<file path="config.mk">
export PLATFORM = sky130hd
export DESIGN_NAME = quartic_ease_position_tween
export DESIGN_NICKNAME = d
export VERILOG_FILES = /design/src/rtl/qept_pkg.sv /design/src/rtl/qept_ctrl.sv /design/src/rtl/qept_datapath.sv /design/src/rtl/quartic_ease_position_tween.sv
export SDC_FILE = /design/constraint.sdc
export NUM_CORES = 2
export LEC_CHECK = 0
export BUFFER_PORTS_ARGS = -buffer_cell sky130_fd_sc_hd__buf_2
export CELL_PAD_IN_SITES_DETAIL_PLACEMENT = 0
export CELL_PAD_IN_SITES_GLOBAL_PLACEMENT = 1
export CORE_ASPECT_RATIO = 1.5
export CORE_MARGIN = 2
export CORE_UTILIZATION = 51
export DETAILED_ROUTE_END_ITERATION = 16
export GPL_ROUTABILITY_DRIVEN = 0
export PLACE_DENSITY = 0.84
export RECOVER_POWER = 100
export SYNTH_ARGS = -nofsm -noshare
export SYNTH_HDL_FRONTEND = slang
export SYNTH_SLANG_ARGS = --single-unit
</file>
<file path="constraint.sdc">
create_clock -name clock -period 9.6 [get_ports clock]
set_input_delay 0.96 -clock clock [delete_from_list [all_inputs] [get_ports clock]]
set_output_delay 0.96 -clock clock [all_outputs]
set_load 0.005 [all_outputs]
</file>
<file path="src/rtl/qept_pkg.sv">
`timescale 1ns / 1ps
package qept_pkg;

   localparam int ALPHA_FRAC_BITS = 16;

   localparam int POS_W     = 32;
   localparam int DUR_W     = 32;
   localparam int STEP_W    = 16;
   localparam int ELAPSED_W = 33;
   localparam int DIFF_W    = 33;
   localparam int CSR_IDX_W = 3;

   // alpha in [0, one] and the in-out ratio in [0, two]
   localparam int XW = ALPHA_FRAC_BITS + 1;
   localparam int VW = ALPHA_FRAC_BITS + 2;

   localparam int MUL_AW  = DIFF_W + 1;
   localparam int MUL_BW  = XW + 1;
   localparam int PROD_W  = MUL_AW + MUL_BW;
   localparam int SHIFT_W = PROD_W - ALPHA_FRAC_BITS;
   localparam int SUM_W   = SHIFT_W + 1;

   localparam int DIV_STEPS = ALPHA_FRAC_BITS + 1;
   localparam int DIV_CW    = $clog2(DIV_STEPS);

   localparam int AXES   = 3;
   localparam int AXIS_W = $clog2(AXES);

   localparam logic [XW-1:0] ONE     = XW'(1) << ALPHA_FRAC_BITS;
   localparam logic [VW-1:0] TWO_ONE = VW'(2) << ALPHA_FRAC_BITS;

   localparam logic [POS_W-1:0] POS_MAX = {1'b0, {(POS_W-1){1'b1}}};
   localparam logic [POS_W-1:0] POS_MIN = {1'b1, {(POS_W-1){1'b0}}};

   localparam logic OP_RESTART = 1'b1;

   typedef enum logic [1:0] {
      MODE_IN    = 2'd0,
      MODE_OUT   = 2'd1,
      MODE_INOUT = 2'd2,
      MODE_ZERO  = 2'd3
   } mode_type;

   typedef enum logic [CSR_IDX_W-1:0] {
      CSR_EASE_MODE = 3'd0,
      CSR_DURATION  = 3'd1,
      CSR_START_X   = 3'd2,
      CSR_START_Y   = 3'd3,
      CSR_START_Z   = 3'd4,
      CSR_END_X     = 3'd5,
      CSR_END_Y     = 3'd6,
      CSR_END_Z     = 3'd7
   } csr_index_type;

   typedef struct packed {
      logic              accept;
      logic              check;
      logic              div_step;
      logic              prep;
      logic              sq1;
      logic              sq2;
      logic              fact;
      logic              lsub;
      logic              lmul;
      logic              ladd;
      logic              load_out;
      logic [AXIS_W-1:0] axis;
   } cmd_type;

   typedef struct packed {
      logic running;
      logic finish;
      logic mode_zero;
      logic dur_zero;
   } status_type;

endpackage

</file>
<file path="src/rtl/qept_ctrl.sv">
`timescale 1ns / 1ps
module qept_ctrl (
   input  logic                 clock,
   input  logic                 reset,
   input  logic                 req_valid,
   output logic                 req_stall,
   input  logic                 req_opcode,
   output logic                 rsp_valid,
   input  logic                 rsp_stall,
   input  qept_pkg::status_type status,
   output qept_pkg::cmd_type    cmd
);
   import qept_pkg::*;

   typedef enum logic [10:0] {
      ST_IDLE  = 11'b000_0000_0001,
      ST_CHECK = 11'b000_0000_0010,
      ST_DIV   = 11'b000_0000_0100,
      ST_PREP  = 11'b000_0000_1000,
      ST_SQ1   = 11'b000_0001_0000,
      ST_SQ2   = 11'b000_0010_0000,
      ST_FACT  = 11'b000_0100_0000,
      ST_LSUB  = 11'b000_1000_0000,
      ST_LMUL  = 11'b001_0000_0000,
      ST_LADD  = 11'b010_0000_0000,
      ST_OUT   = 11'b100_0000_0000
   } state_type;

   state_type         state_ff, state_in;
   logic [DIV_CW-1:0] div_cnt_ff, div_cnt_in;
   logic [AXIS_W-1:0] axis_ff, axis_in;
   logic              rsp_valid_ff, rsp_valid_in;
   logic              out_free;

   assign rsp_valid = rsp_valid_ff;
   assign req_stall = (state_ff != ST_IDLE);
   assign out_free  = !rsp_valid_ff || !rsp_stall;

   always_comb begin
      state_in     = state_ff;
      div_cnt_in   = div_cnt_ff;
      axis_in      = axis_ff;
      rsp_valid_in = rsp_valid_ff && rsp_stall;
      cmd          = '0;
      cmd.axis     = axis_ff;
      unique case (state_ff)
         ST_IDLE: begin
            cmd.accept = req_valid;
            if (req_valid && (req_opcode != OP_RESTART) && status.running) begin
               state_in = ST_CHECK;
            end
         end
         ST_CHECK: begin
            cmd.check = 1'b1;
            if (status.finish || status.mode_zero) begin
               state_in = ST_OUT;
            end else if (status.dur_zero) begin
               state_in = ST_PREP;
            end else begin
               state_in   = ST_DIV;
               div_cnt_in = '0;
            end
         end
         ST_DIV: begin
            cmd.div_step = 1'b1;
            div_cnt_in   = div_cnt_ff + 1'b1;
            if (div_cnt_ff == DIV_CW'(DIV_STEPS - 1)) begin
               state_in = ST_PREP;
            end
         end
         ST_PREP: begin
            cmd.prep = 1'b1;
            state_in = ST_SQ1;
         end
         ST_SQ1: begin
            cmd.sq1  = 1'b1;
            state_in = ST_SQ2;
         end
         ST_SQ2: begin
            cmd.sq2  = 1'b1;
            state_in = ST_FACT;
         end
         ST_FACT: begin
            cmd.fact = 1'b1;
            axis_in  = '0;
            state_in = ST_LSUB;
         end
         ST_LSUB: begin
            cmd.lsub = 1'b1;
            state_in = ST_LMUL;
         end
         ST_LMUL: begin
            cmd.lmul = 1'b1;
            state_in = ST_LADD;
         end
         ST_LADD: begin
            cmd.ladd = 1'b1;
            if (axis_ff == AXIS_W'(AXES - 1)) begin
               state_in = ST_OUT;
            end else begin
               axis_in  = axis_ff + 1'b1;
               state_in = ST_LSUB;
            end
         end
         ST_OUT: begin
            // hold until the output register can take the beat
            if (out_free) begin
               cmd.load_out = 1'b1;
               rsp_valid_in = 1'b1;
               state_in     = ST_IDLE;
            end
         end
         default: begin
            state_in = ST_IDLE;
         end
      endcase
   end

   always_ff @(posedge clock) begin
      if (reset) begin
         state_ff     <= ST_IDLE;
         div_cnt_ff   <= '0;
         axis_ff      <= '0;
         rsp_valid_ff <= 1'b0;
      end else begin
         state_ff     <= state_in;
         div_cnt_ff   <= div_cnt_in;
         axis_ff      <= axis_in;
         rsp_valid_ff <= rsp_valid_in;
      end
   end

endmodule

</file>
<file path="src/rtl/qept_datapath.sv">
`timescale 1ns / 1ps
module qept_datapath (
   input  logic                                    clock,
   input  logic                                    reset,
   input  logic                                    csr_we,
   input  logic        [qept_pkg::CSR_IDX_W-1:0]   csr_index,
   input  logic        [qept_pkg::POS_W-1:0]       csr_wdata,
   input  logic                                    req_opcode,
   input  logic        [qept_pkg::STEP_W-1:0]      req_time_step,
   input  qept_pkg::cmd_type                       cmd,
   output qept_pkg::status_type                    status,
   output logic signed [qept_pkg::POS_W-1:0]       rsp_pos_x,
   output logic signed [qept_pkg::POS_W-1:0]       rsp_pos_y,
   output logic signed [qept_pkg::POS_W-1:0]       rsp_pos_z,
   output logic                                    rsp_finished
);
   import qept_pkg::*;

   mode_type                 mode_ff;
   logic [DUR_W-1:0]         dur_ff;
   logic [POS_W-1:0]         start_ff [AXES];
   logic [POS_W-1:0]         end_ff   [AXES];
   logic [ELAPSED_W-1:0]     elapsed_ff;
   logic                     running_ff;

   logic [DUR_W-1:0]         rem_ff;
   logic [VW-1:0]            quo_ff;
   logic [XW-1:0]            x_ff;
   logic                     lo_ff;
   logic signed [PROD_W-1:0] prod_ff;
   logic [XW-1:0]            f_ff;
   logic [DIFF_W-1:0]        diff_ff;
   logic [POS_W-1:0]         pos_ff [AXES];
   logic                     fin_ff;
   logic [POS_W-1:0]         out_x_ff, out_y_ff, out_z_ff;
   logic                     out_fin_ff;

   logic [ELAPSED_W-1:0]     elapsed_in;
   logic [ELAPSED_W:0]       cmp;
   logic                     ge;
   logic [DUR_W:0]           shifted;
   logic [DUR_W+1:0]         trial;
   logic [XW-1:0]            u;
   logic                     v_lo;
   logic [XW-1:0]            x_in;
   logic [XW-1:0]            sq;
   logic [XW-1:0]            f_in;
   logic signed [MUL_AW-1:0] mul_a;
   logic signed [MUL_BW-1:0] mul_b;
   logic signed [PROD_W-1:0] mul_p;
   logic [SHIFT_W-1:0]       lerp_q;
   logic [SUM_W-1:0]         sum;
   logic [POS_W-1:0]         sat;
   logic [POS_W-1:0]         s_sel, e_sel;

   assign rsp_pos_x    = out_x_ff;
   assign rsp_pos_y    = out_y_ff;
   assign rsp_pos_z    = out_z_ff;
   assign rsp_finished = out_fin_ff;

   // elapsed against duration: one subtract gives both ge and gt
   assign elapsed_in = elapsed_ff + ELAPSED_W'(req_time_step);
   assign cmp        = {1'b0, elapsed_ff} - {2'b00, dur_ff};
   assign ge         = !cmp[ELAPSED_W];

   assign status.running   = running_ff;
   assign status.finish    = ge && (cmp != '0);
   assign status.mode_zero = (mode_ff == MODE_ZERO);
   assign status.dur_zero  = (dur_ff == '0);

   // restoring divider, one quotient bit per step
   assign shifted = {rem_ff, 1'b0};
   assign trial   = {1'b0, shifted} - {2'b00, dur_ff};

   assign u    = quo_ff[VW-1:1];
   assign v_lo = (quo_ff < VW'(ONE));
   assign sq   = prod_ff[2*ALPHA_FRAC_BITS -: XW];

   assign s_sel = start_ff[cmd.axis];
   assign e_sel = end_ff[cmd.axis];

   always_comb begin
      case (mode_ff)
         MODE_IN:  x_in = u;
         MODE_OUT: x_in = ONE - u;
         default: begin
            if (v_lo) begin
               x_in = quo_ff[XW-1:0];
            end else begin
               x_in = XW'(TWO_ONE - quo_ff);
            end
         end
      endcase
   end

   always_comb begin
      case (mode_ff)
         MODE_IN:  f_in = sq;
         MODE_OUT: f_in = ONE - sq;
         default: begin
            if (lo_ff) begin
               f_in = sq >> 1;
            end else begin
               f_in = ONE - (sq >> 1);
            end
         end
      endcase
   end

   // shared multiplier: squares for the quartic, then one product per axis
   always_comb begin
      if (cmd.lmul) begin
         mul_a = {diff_ff[DIFF_W-1], diff_ff};
         mul_b = {1'b0, f_ff};
      end else if (cmd.sq2) begin
         mul_a = MUL_AW'(sq);
         mul_b = {1'b0, sq};
      end else begin
         mul_a = MUL_AW'(x_ff);
         mul_b = {1'b0, x_ff};
      end
   end

   assign mul_p = mul_a * mul_b;

   assign lerp_q = prod_ff[PROD_W-1:ALPHA_FRAC_BITS];
   assign sum    = {{(SUM_W-POS_W){s_sel[POS_W-1]}}, s_sel} + {lerp_q[SHIFT_W-1], lerp_q};

   always_comb begin
      if ((&sum[SUM_W-1:POS_W-1]) || !(|sum[SUM_W-1:POS_W-1])) begin
         sat = sum[POS_W-1:0];
      end else if (sum[SUM_W-1]) begin
         sat = POS_MIN;
      end else begin
         sat = POS_MAX;
      end
   end

   always_ff @(posedge clock) begin
      if (reset) begin
         mode_ff    <= MODE_IN;
         dur_ff     <= DUR_W'(1);
         elapsed_ff <= '0;
         running_ff <= 1'b1;
         for (int i = 0; i < AXES; i++) begin
            start_ff[i] <= '0;
            end_ff[i]   <= '0;
         end
      end else begin
         if (csr_we) begin
            unique case (csr_index_type'(csr_index))
               CSR_EASE_MODE: mode_ff     <= mode_type'(csr_wdata[1:0]);
               CSR_DURATION:  dur_ff      <= csr_wdata;
               CSR_START_X:   start_ff[0] <= csr_wdata;
               CSR_START_Y:   start_ff[1] <= csr_wdata;
               CSR_START_Z:   start_ff[2] <= csr_wdata;
               CSR_END_X:     end_ff[0]   <= csr_wdata;
               CSR_END_Y:     end_ff[1]   <= csr_wdata;
               CSR_END_Z:     end_ff[2]   <= csr_wdata;
               default:       mode_ff     <= mode_ff;
            endcase
         end
         if (cmd.accept) begin
            if (req_opcode == OP_RESTART) begin
               elapsed_ff <= '0;
               running_ff <= 1'b1;
            end else if (running_ff) begin
               elapsed_ff <= elapsed_in;
            end
         end
         if (cmd.check && status.finish) begin
            running_ff <= 1'b0;
         end
      end
   end

   always_ff @(posedge clock) begin
      if (cmd.check) begin
         if (status.finish) begin
            for (int i = 0; i < AXES; i++) begin
               pos_ff[i] <= end_ff[i];
            end
            fin_ff <= 1'b1;
         end else if (status.mode_zero) begin
            for (int i = 0; i < AXES; i++) begin
               pos_ff[i] <= '0;
            end
            fin_ff <= 1'b0;
         end else begin
            fin_ff <= 1'b0;
            if (status.dur_zero) begin
               quo_ff <= TWO_ONE;
            end else begin
               // integer bit first; elapsed never exceeds duration here
               quo_ff <= VW'(ge);
               rem_ff <= ge ? cmp[DUR_W-1:0] : elapsed_ff[DUR_W-1:0];
            end
         end
      end
      if (cmd.div_step) begin
         quo_ff <= {quo_ff[VW-2:0], !trial[DUR_W+1]};
         rem_ff <= trial[DUR_W+1] ? shifted[DUR_W-1:0] : trial[DUR_W-1:0];
      end
      if (cmd.prep) begin
         x_ff  <= x_in;
         lo_ff <= v_lo;
      end
      if (cmd.sq1 || cmd.sq2 || cmd.lmul) begin
         prod_ff <= mul_p;
      end
      if (cmd.fact) begin
         f_ff <= f_in;
      end
      if (cmd.lsub) begin
         diff_ff <= {e_sel[POS_W-1], e_sel} - {s_sel[POS_W-1], s_sel};
      end
      if (cmd.ladd) begin
         pos_ff[cmd.axis] <= sat;
      end
      if (cmd.load_out) begin
         out_x_ff   <= pos_ff[0];
         out_y_ff   <= pos_ff[1];
         out_z_ff   <= pos_ff[2];
         out_fin_ff <= fin_ff;
      end
   end

endmodule

</file>
<file path="src/rtl/quartic_ease_position_tween.sv">
`timescale 1ns / 1ps
// Quartic-eased 3D tween: moves a Q16.16 point from start to end over duration.
// csr_*: register write port (index 0 ease mode, 1 duration, 2..4 start xyz,
//   5..7 end xyz); always ready, write only while the block is idle.
// req_*: one beat per tick. Opcode advance adds time_step to the elapsed time;
//   opcode restart clears it, re-arms the block and gives no result.
// rsp_*: one beat per advance while running: the eased position, or the end
//   point with rsp_finished set once elapsed time passes the duration; after
//   that, advances give nothing until a restart.
// Sequence: an eased result passes the compare, the bit-serial divider, the
//   quartic (prep, two squares, factor), the three axes (subtract, multiply,
//   add per axis) and the output load; a zero duration skips the divider; end
//   point and zero-mode results go from the compare to the output load; a
//   restart or an advance while stopped is handled in the idle state. The
//   bit-serial divider and the single shared multiplier set this sequence.
//   The next request is taken the cycle after the result loads; req_stall is high while busy.
// Reset clears the elapsed time, arms the block and loads the register
//   defaults (ease-in, duration 1, all points zero).
// A stalled result holds in the output register; the next request is taken
//   meanwhile and its result waits for the register to drain.
module quartic_ease_position_tween (
   input  logic                                  clock,
   input  logic                                  reset,
   input  logic                                  csr_valid,
   output logic                                  csr_ready,
   input  logic        [qept_pkg::CSR_IDX_W-1:0] csr_index,
   input  logic        [qept_pkg::POS_W-1:0]     csr_wdata,
   input  logic                                  req_valid,
   output logic                                  req_stall,
   input  logic                                  req_opcode,
   input  logic        [qept_pkg::STEP_W-1:0]    req_time_step,
   output logic                                  rsp_valid,
   input  logic                                  rsp_stall,
   output logic signed [qept_pkg::POS_W-1:0]     rsp_pos_x,
   output logic signed [qept_pkg::POS_W-1:0]     rsp_pos_y,
   output logic signed [qept_pkg::POS_W-1:0]     rsp_pos_z,
   output logic                                  rsp_finished
);
   import qept_pkg::*;

   cmd_type    cmd;
   status_type status;

   assign csr_ready = 1'b1;

   qept_ctrl u_ctrl (
      .clock      (clock),
      .reset      (reset),
      .req_valid  (req_valid),
      .req_stall  (req_stall),
      .req_opcode (req_opcode),
      .rsp_valid  (rsp_valid),
      .rsp_stall  (rsp_stall),
      .status     (status),
      .cmd        (cmd)
   );

   qept_datapath u_datapath (
      .clock         (clock),
      .reset         (reset),
      .csr_we        (csr_valid),
      .csr_index     (csr_index),
      .csr_wdata     (csr_wdata),
      .req_opcode    (req_opcode),
      .req_time_step (req_time_step),
      .cmd           (cmd),
      .status        (status),
      .rsp_pos_x     (rsp_pos_x),
      .rsp_pos_y     (rsp_pos_y),
      .rsp_pos_z     (rsp_pos_z),
      .rsp_finished  (rsp_finished)
   );

endmodule

</file>
* Word-level counts from Yosys, hierarchy flattened *
Memory sizes are Yosys's and may differ from the RTL's. A register that Yosys moved wholly into a read port is not among the register bits.
Cells that the tools add are included.

word-level totals
  bits in registers = 259
  memory bits (writable) = 288
  output and inout bits = 100
  logic and storage cells = 216
  memories kept = 3

memory list
  name                 words  width  rd ports  clocked after memory_dff  write ports  RTL line             source
  u_datapath.end_ff    3      32     4         1                         3            qept_datapath.sv:22  logic [POS_W-1:0] end_ff [AXES];
  u_datapath.pos_ff    3      32     3         3                         3            qept_datapath.sv:33  logic [POS_W-1:0] pos_ff [AXES];
  u_datapath.start_ff  3      32     1         1                         3            qept_datapath.sv:21  logic [POS_W-1:0] start_ff [AXES];

cells by class
  add/subtract/negate cells = 11
  multipliers = 1
  order comparisons = 1
  equality and inequality tests = 32
  muxes and demuxes = 104
  bitwise operators = 10
  reduce and logical (&&, ||, !) cells = 37

operators by type and width
  cell                                                  number
  two-way mux 32 bit                                    19
  case mux 11 bit (11 select lines)                     1
  two-way mux 18 bit                                    5
  two-way mux 17 bit                                    5
  case mux 17 bit (2 select lines)                      2
  subtractor 33 x 32 -> 34 bit                          2
  two-way mux 33 bit                                    2
  two-way mux 11 bit                                    5
  two-way mux 1 bit                                     53
  multiplier 34 x 18 -> 52 bit                          1
  adder 32 x 36 -> 37 bit                               1
  two-way mux 34 bit                                    1
  nonzero test 34 bit                                   1
  subtractor 17 bit, first input constant               2
  adder 33 x 16 -> 33 bit                               1
  subtractor 32 x 32 -> 33 bit                          1
  zero test 32 bit                                      1
  OR reduction 32 bit                                   1
  < comparator 18 x 17 -> 1 bit, second input constant  1
  subtractor 1 x 17 -> 17 bit, first input constant     1
  subtractor 17 x 16 -> 17 bit, first input constant    1
  equality test 3 bit, second input constant            4
  two-way mux 2 bit                                     6
  inequality test 2 bit, second input constant          6
  37 further kinds                                      73

* Logic depth before layout (Yosys ltp) *
  depth in word-level cells = 8
  gate-level depth with buffers = 35
  gate-level depth less buffers = 33

* By module *
Synthesis repeated with hierarchy kept, for this count alone.

unflattened totals
  cells, all modules = 5309
  area total of the unflattened synthesis = 52778.1 sq um

modules (own cells, without submodules)
  module                       times used  cells an instance  area each (sq um)  seq. area each (sq um)
  qept_datapath                1           5168               51623.3            17576.9
  qept_ctrl                    1           139                1143.6             380.4
  quartic_ease_position_tween  1           2                  11.3               0.0

* Least setup slack after synthesis *
No wires, ideal clock.

  kind = register to register
  start point = register u_ctrl.state_ff[2]
  end point = register u_datapath.prod_ff[50] (data pin)
  arrival time = 8.080 ns
  data required time = 9.342 ns
  setup slack = 1.262 ns
  cell stages (with the launch flop) = 33
  path buffers = 2
  cells stage by stage = dfxtp_1 nor4_1 nor4b_1 nand4b_1 clkbuf_1 mux2i_1 nand2_1 o21ai_1 clkbuf_1 nor2_1 fa_1 inv_1 fa_1 fa_1 inv_1 fa_1 fa_1 inv_1 fa_1 inv_1 ha_1 a21o_1 a31oi_1 o21ai_0 nor3b_1 a21oi_1 a211oi_1 nor4_1 nor3_1 o221a_2 a21o_1 a21oi_1 xnor2_1

between the ends
  word-level cells in the longest chain between the ends = 5
  elaborated cells on any way between the ends = 9
  classes of those cells = mul: 1; eq/ne: 2; mux: 6

ends and longest elaborated chain
  what                                                      RTL line              source
  start: declaration                                        qept_ctrl.sv:29       state_type state_ff, state_in;
  start signal: assignment                                  qept_ctrl.sv:126      state_ff <= state_in;
  equality test 11 x 6 -> 1 bit                             qept_ctrl.sv:46       unique case (state_ff)
  two-way mux 1 bit                                         qept_ctrl.sv:46
  two-way mux 17 bit                                        qept_datapath.sv:115  end else if (cmd.sq2) begin
  two-way mux 34 bit or two-way mux 17 bit (tied branches)  qept_datapath.sv:112  if (cmd.lmul) begin
  multiplier 34 x 18 -> 52 bit (*)                          qept_datapath.sv:124  assign mul_p = mul_a * mul_b;
  via u_datapath.mul_p[50]                                  qept_datapath.sv:50   logic signed [PROD_W-1:0] mul_p;
  end signal: assignment                                    qept_datapath.sv:209  prod_ff <= mul_p;
  end: declaration                                          qept_datapath.sv:30   logic signed [PROD_W-1:0] prod_ff;

The timed path passes the listed nets; every way through them passes the cells marked *.
A chain may end at the register's enable or synchronous reset.

==> impl_metrics.yaml <==
finish:
  register_area_sq_mm: 0.0180
  synthToLayoutAreaGrowth_pct: 8.09
  final_util_pct: 55.4
  multi_input_area_sq_mm: 0.0309
  drive_above_1_share_pct: 5.93
  final_nets: 6236
  antennaDiodeCount: 0
  nFillCells: 9071
yosys:
  synth_xor_area_share_pct: 3.55
  async_flop_share_pct: 0
  seq_area_frac_synth_pct: 34.3
  syn-num-nets: 6175
  synth_top_area_share_pct: 30.9
  yosys.area_share.simple_pct: 13.7
  synth_compound_gate_area_share_pct: 11.7
  synth_fa_ha_area_share_pct: 27.2
  synth_edf_count: 540
  yosys-top-cells-count: "inv_1 (759), nand2_1 (713), fa_1 (543)"
  synth_area_sq_mm: 0.0525
  synth_area_leader_cell: "edfxtp_1"
  yosysWarnings: 0
  synthMuxAreaShare_pct: 2.37
  ys_ff_latch: 629
  syn_inst: 5301
  synth_top_family_by_area: "adder cells"
  yosysUniqueCellTypes: 81
  syn_avg_cell_area_sq_um: 9.90
  synth_flop_cell: "edfxtp_1"
  synth.area.top_cells: "edfxtp_1 (31%), fa_1 (21%), ha_1 (6.5%)"
  synth_most_common_cell: "inv_1"
grt:
  globalRouteOverflowTotal: 0
  grt_max_degree: 85
  antenna_found_initial: 10
  grt.total_usage_pct: 28.4
  grt_pass1_wl_um: 229000
  grt_pass1_vias: 40500
cts:
  htreeDepth: 2
  cts_made_buffers: 61
  postCtsSetupBuffers: 0
  clk_latency_ps: 690
  cts_max_path_buffers: 3
  clkTransAtPathRegs_ps: 70
  holdBufCountCts: 0
  clockRootBuffer: "clkbuf_16"
  postCtsResizedCells: 0
  cts.sinks: 629
  cts_tree: "built"
setup_path:
  crit_path_start_kind: "register"
  critPathArrivalTime_ps: 9440
  critical_path.max_fanout: 45
  setup.worst_path.class: "reg -> reg"
  cp_slowest_cell: "dfxtp_1"
  worstSetupEndpointType: "register"
  crit_top_cell: "o21ai_0"
  slowest_delay_ps: 2370
  path_cells: "mux2i_1 > o21ai_0 > ha_1 > inv_1 > fa_1 > nand2b_1 > a21oi_1 > nor2_1 > o31ai_1 > buf_4 > o211ai_1 > o21ai_0 > nand3_1 > a21boi_0 > o21ai_0 > a31oi_1 > clkbuf_1 > nand3_1 > clkbuf_2 > o211ai_1"
  worstPathRequired_ps: 9960
sta:
  setup_slack_ps: 513
  finalSetupViolCount: 0
  finClkSkew_ps: 78.8
  fmax_mhz: 110
  slew_viol_final: 885
  fin_crit_ps: 9090
  slew_headroom_pct: -154
  worstMarginPinSlew_ps: 3810
  post-route-period-util_pct: 94.7
  hold_viol_final: 0
  rsz0062_at_grt: "false"
  tns_ps: 0
floorplanning:
  rows: 144
  fp.dieArea_sq_mm: 0.106
  core-area_sq_mm: 0.102
  io-pin-count: 157
  die_y_um: 397
  die_w_um: 266
  start_util_pct: 51.3
flow_run:
  maxCapViolCount: 23
placement:
  hpwl_um: 117000
  dp_slack_ps: 145
  portBuffers: 155
pwr:
  ir_drop_mv: 0.177
  leakage_uw: 0.0245
  power_uw: 6670
  power_density_mw_per_mm2: 118
status:
  failed_checks: "max-capacitance violations, max-slew violations"
  status: "complete, but fails checks"
routing:
  drtIter0Drc: 2956
  viasPerCell: 5.81
  routed_wl_um: 148000
  wl_per_cell_um: 22.0
  drc: 0
  drt_pre_antenna_iters: 6
  vias: 39100
  postRouteAntennaNets: 0
min_path:
  hp-class: "reg -> reg"
==> layout by cell type (no fill, tap or decap), types with 27 or more instances in the layout <==
cell type,instances
nor2b_1,33
o21ai_0,195
inv_1,759
edfxtp_1,540
buf_4,47
clkbuf_1,71
a31oi_1,27
fa_1,543
o211ai_1,128
dfxtp_1,88
and2_0,75
nor2_1,352
ha_1,274
xor2_1,82
a21oi_1,231
and3_1,109
mux2i_1,111
clkbuf_16,65
nor3_1,60
and2_1,43
a21o_1,72
nand2_1,713
xnor2_1,131
buf_2,109
o21a_1,94
nand3_1,50
==> per-stage QoR <==
step / cells / hold WS, ps / area [sq um]
CTS: 6729 / 412 / 57000
floorplan: 5301 / 400 / 52500
global placement: 6613 / 403 / 54800
global route: 6729 / 416 / 56700
detailed placement: 6613 / 405 / 54800
finish: 6729 / 417 / 56700
==> worst paths after layout <==
check | slack [ps] | start | to | depth (start not counted)
worst max-delay path | 510 | register | u_datapath.pos_ff[0][19] | 20
worst min-delay path | 420 | u_datapath.pos_ff[0][13] | rsp_pos_x[13] | 0
worst max register to register | 510 | register | u_datapath.pos_ff[0][19] | 20
worst min register to register | 420 | u_datapath.pos_ff[0][13] | rsp_pos_x[13] | 0
==> worst max-delay path, delay by kind of cell (launching register included) <==
family                     cells  cell delay, ps
buffers and inverters          4            1440
and+or+nand+nor                4            1340
DFF                            1            2370
muxes                          1             200
adders and majority gates      2             770
AOI/OAI and AO/OA              9            2550
==> routing by layer <==
layer / wire length (um) / vias up / share of wire [%] / global-route usage [%]
li1: - / 17900 / - / -
met1: 53800 / 19300 / 36 / 33.8
met2: 76200 / 1502 / 52 / 51.3
met3: 10300 / 385 / 6.9 / 3.74
met4: 7450 / 10 / 5.0 / 12.1
met5: 62 / - / 0.042 / 0
==> registers in the layout, indices dropped and copies added, names as in the netlist, 18 cells and up, named ones only <==
name	count
u_datapath.end_ff	96
u_datapath.pos_ff	96
u_datapath.start_ff	96
u_datapath.prod_ff	36
u_datapath.diff_ff	33
u_datapath.elapsed_ff	33
rsp_pos_x	32
rsp_pos_y	32
rsp_pos_z	32
u_datapath.dur_ff	32
u_datapath.rem_ff	32
u_datapath.quo_ff	18
==> report_power, final <==
part	total [uW]	internal [uW]	switching, uW	leakage, uW
registers	3110	3070	38.3	0.00569
clock network	2600	1440	1160	0.00102
logic	969	372	598	0.0178
==> layout make-up <==
type                       instances  area share [%]
inverter                         759            5.02
timing repair buffer             228            2.06
clock inverter                    48           0.962
clock buffer                      68            2.92
multi-input combinational       3683            54.4
sequential                       629            31.7
tap                             1314            2.90
==> logic make-up after synthesis <==
logic type      after synthesis
fa+ha+maj                   817
buf+inv                     989
other cells                   1
mux                         123
flops                       629
compound gates              945
xor+xnor                    213
simple gates               1584
Power figures use the tool's default switching activity.
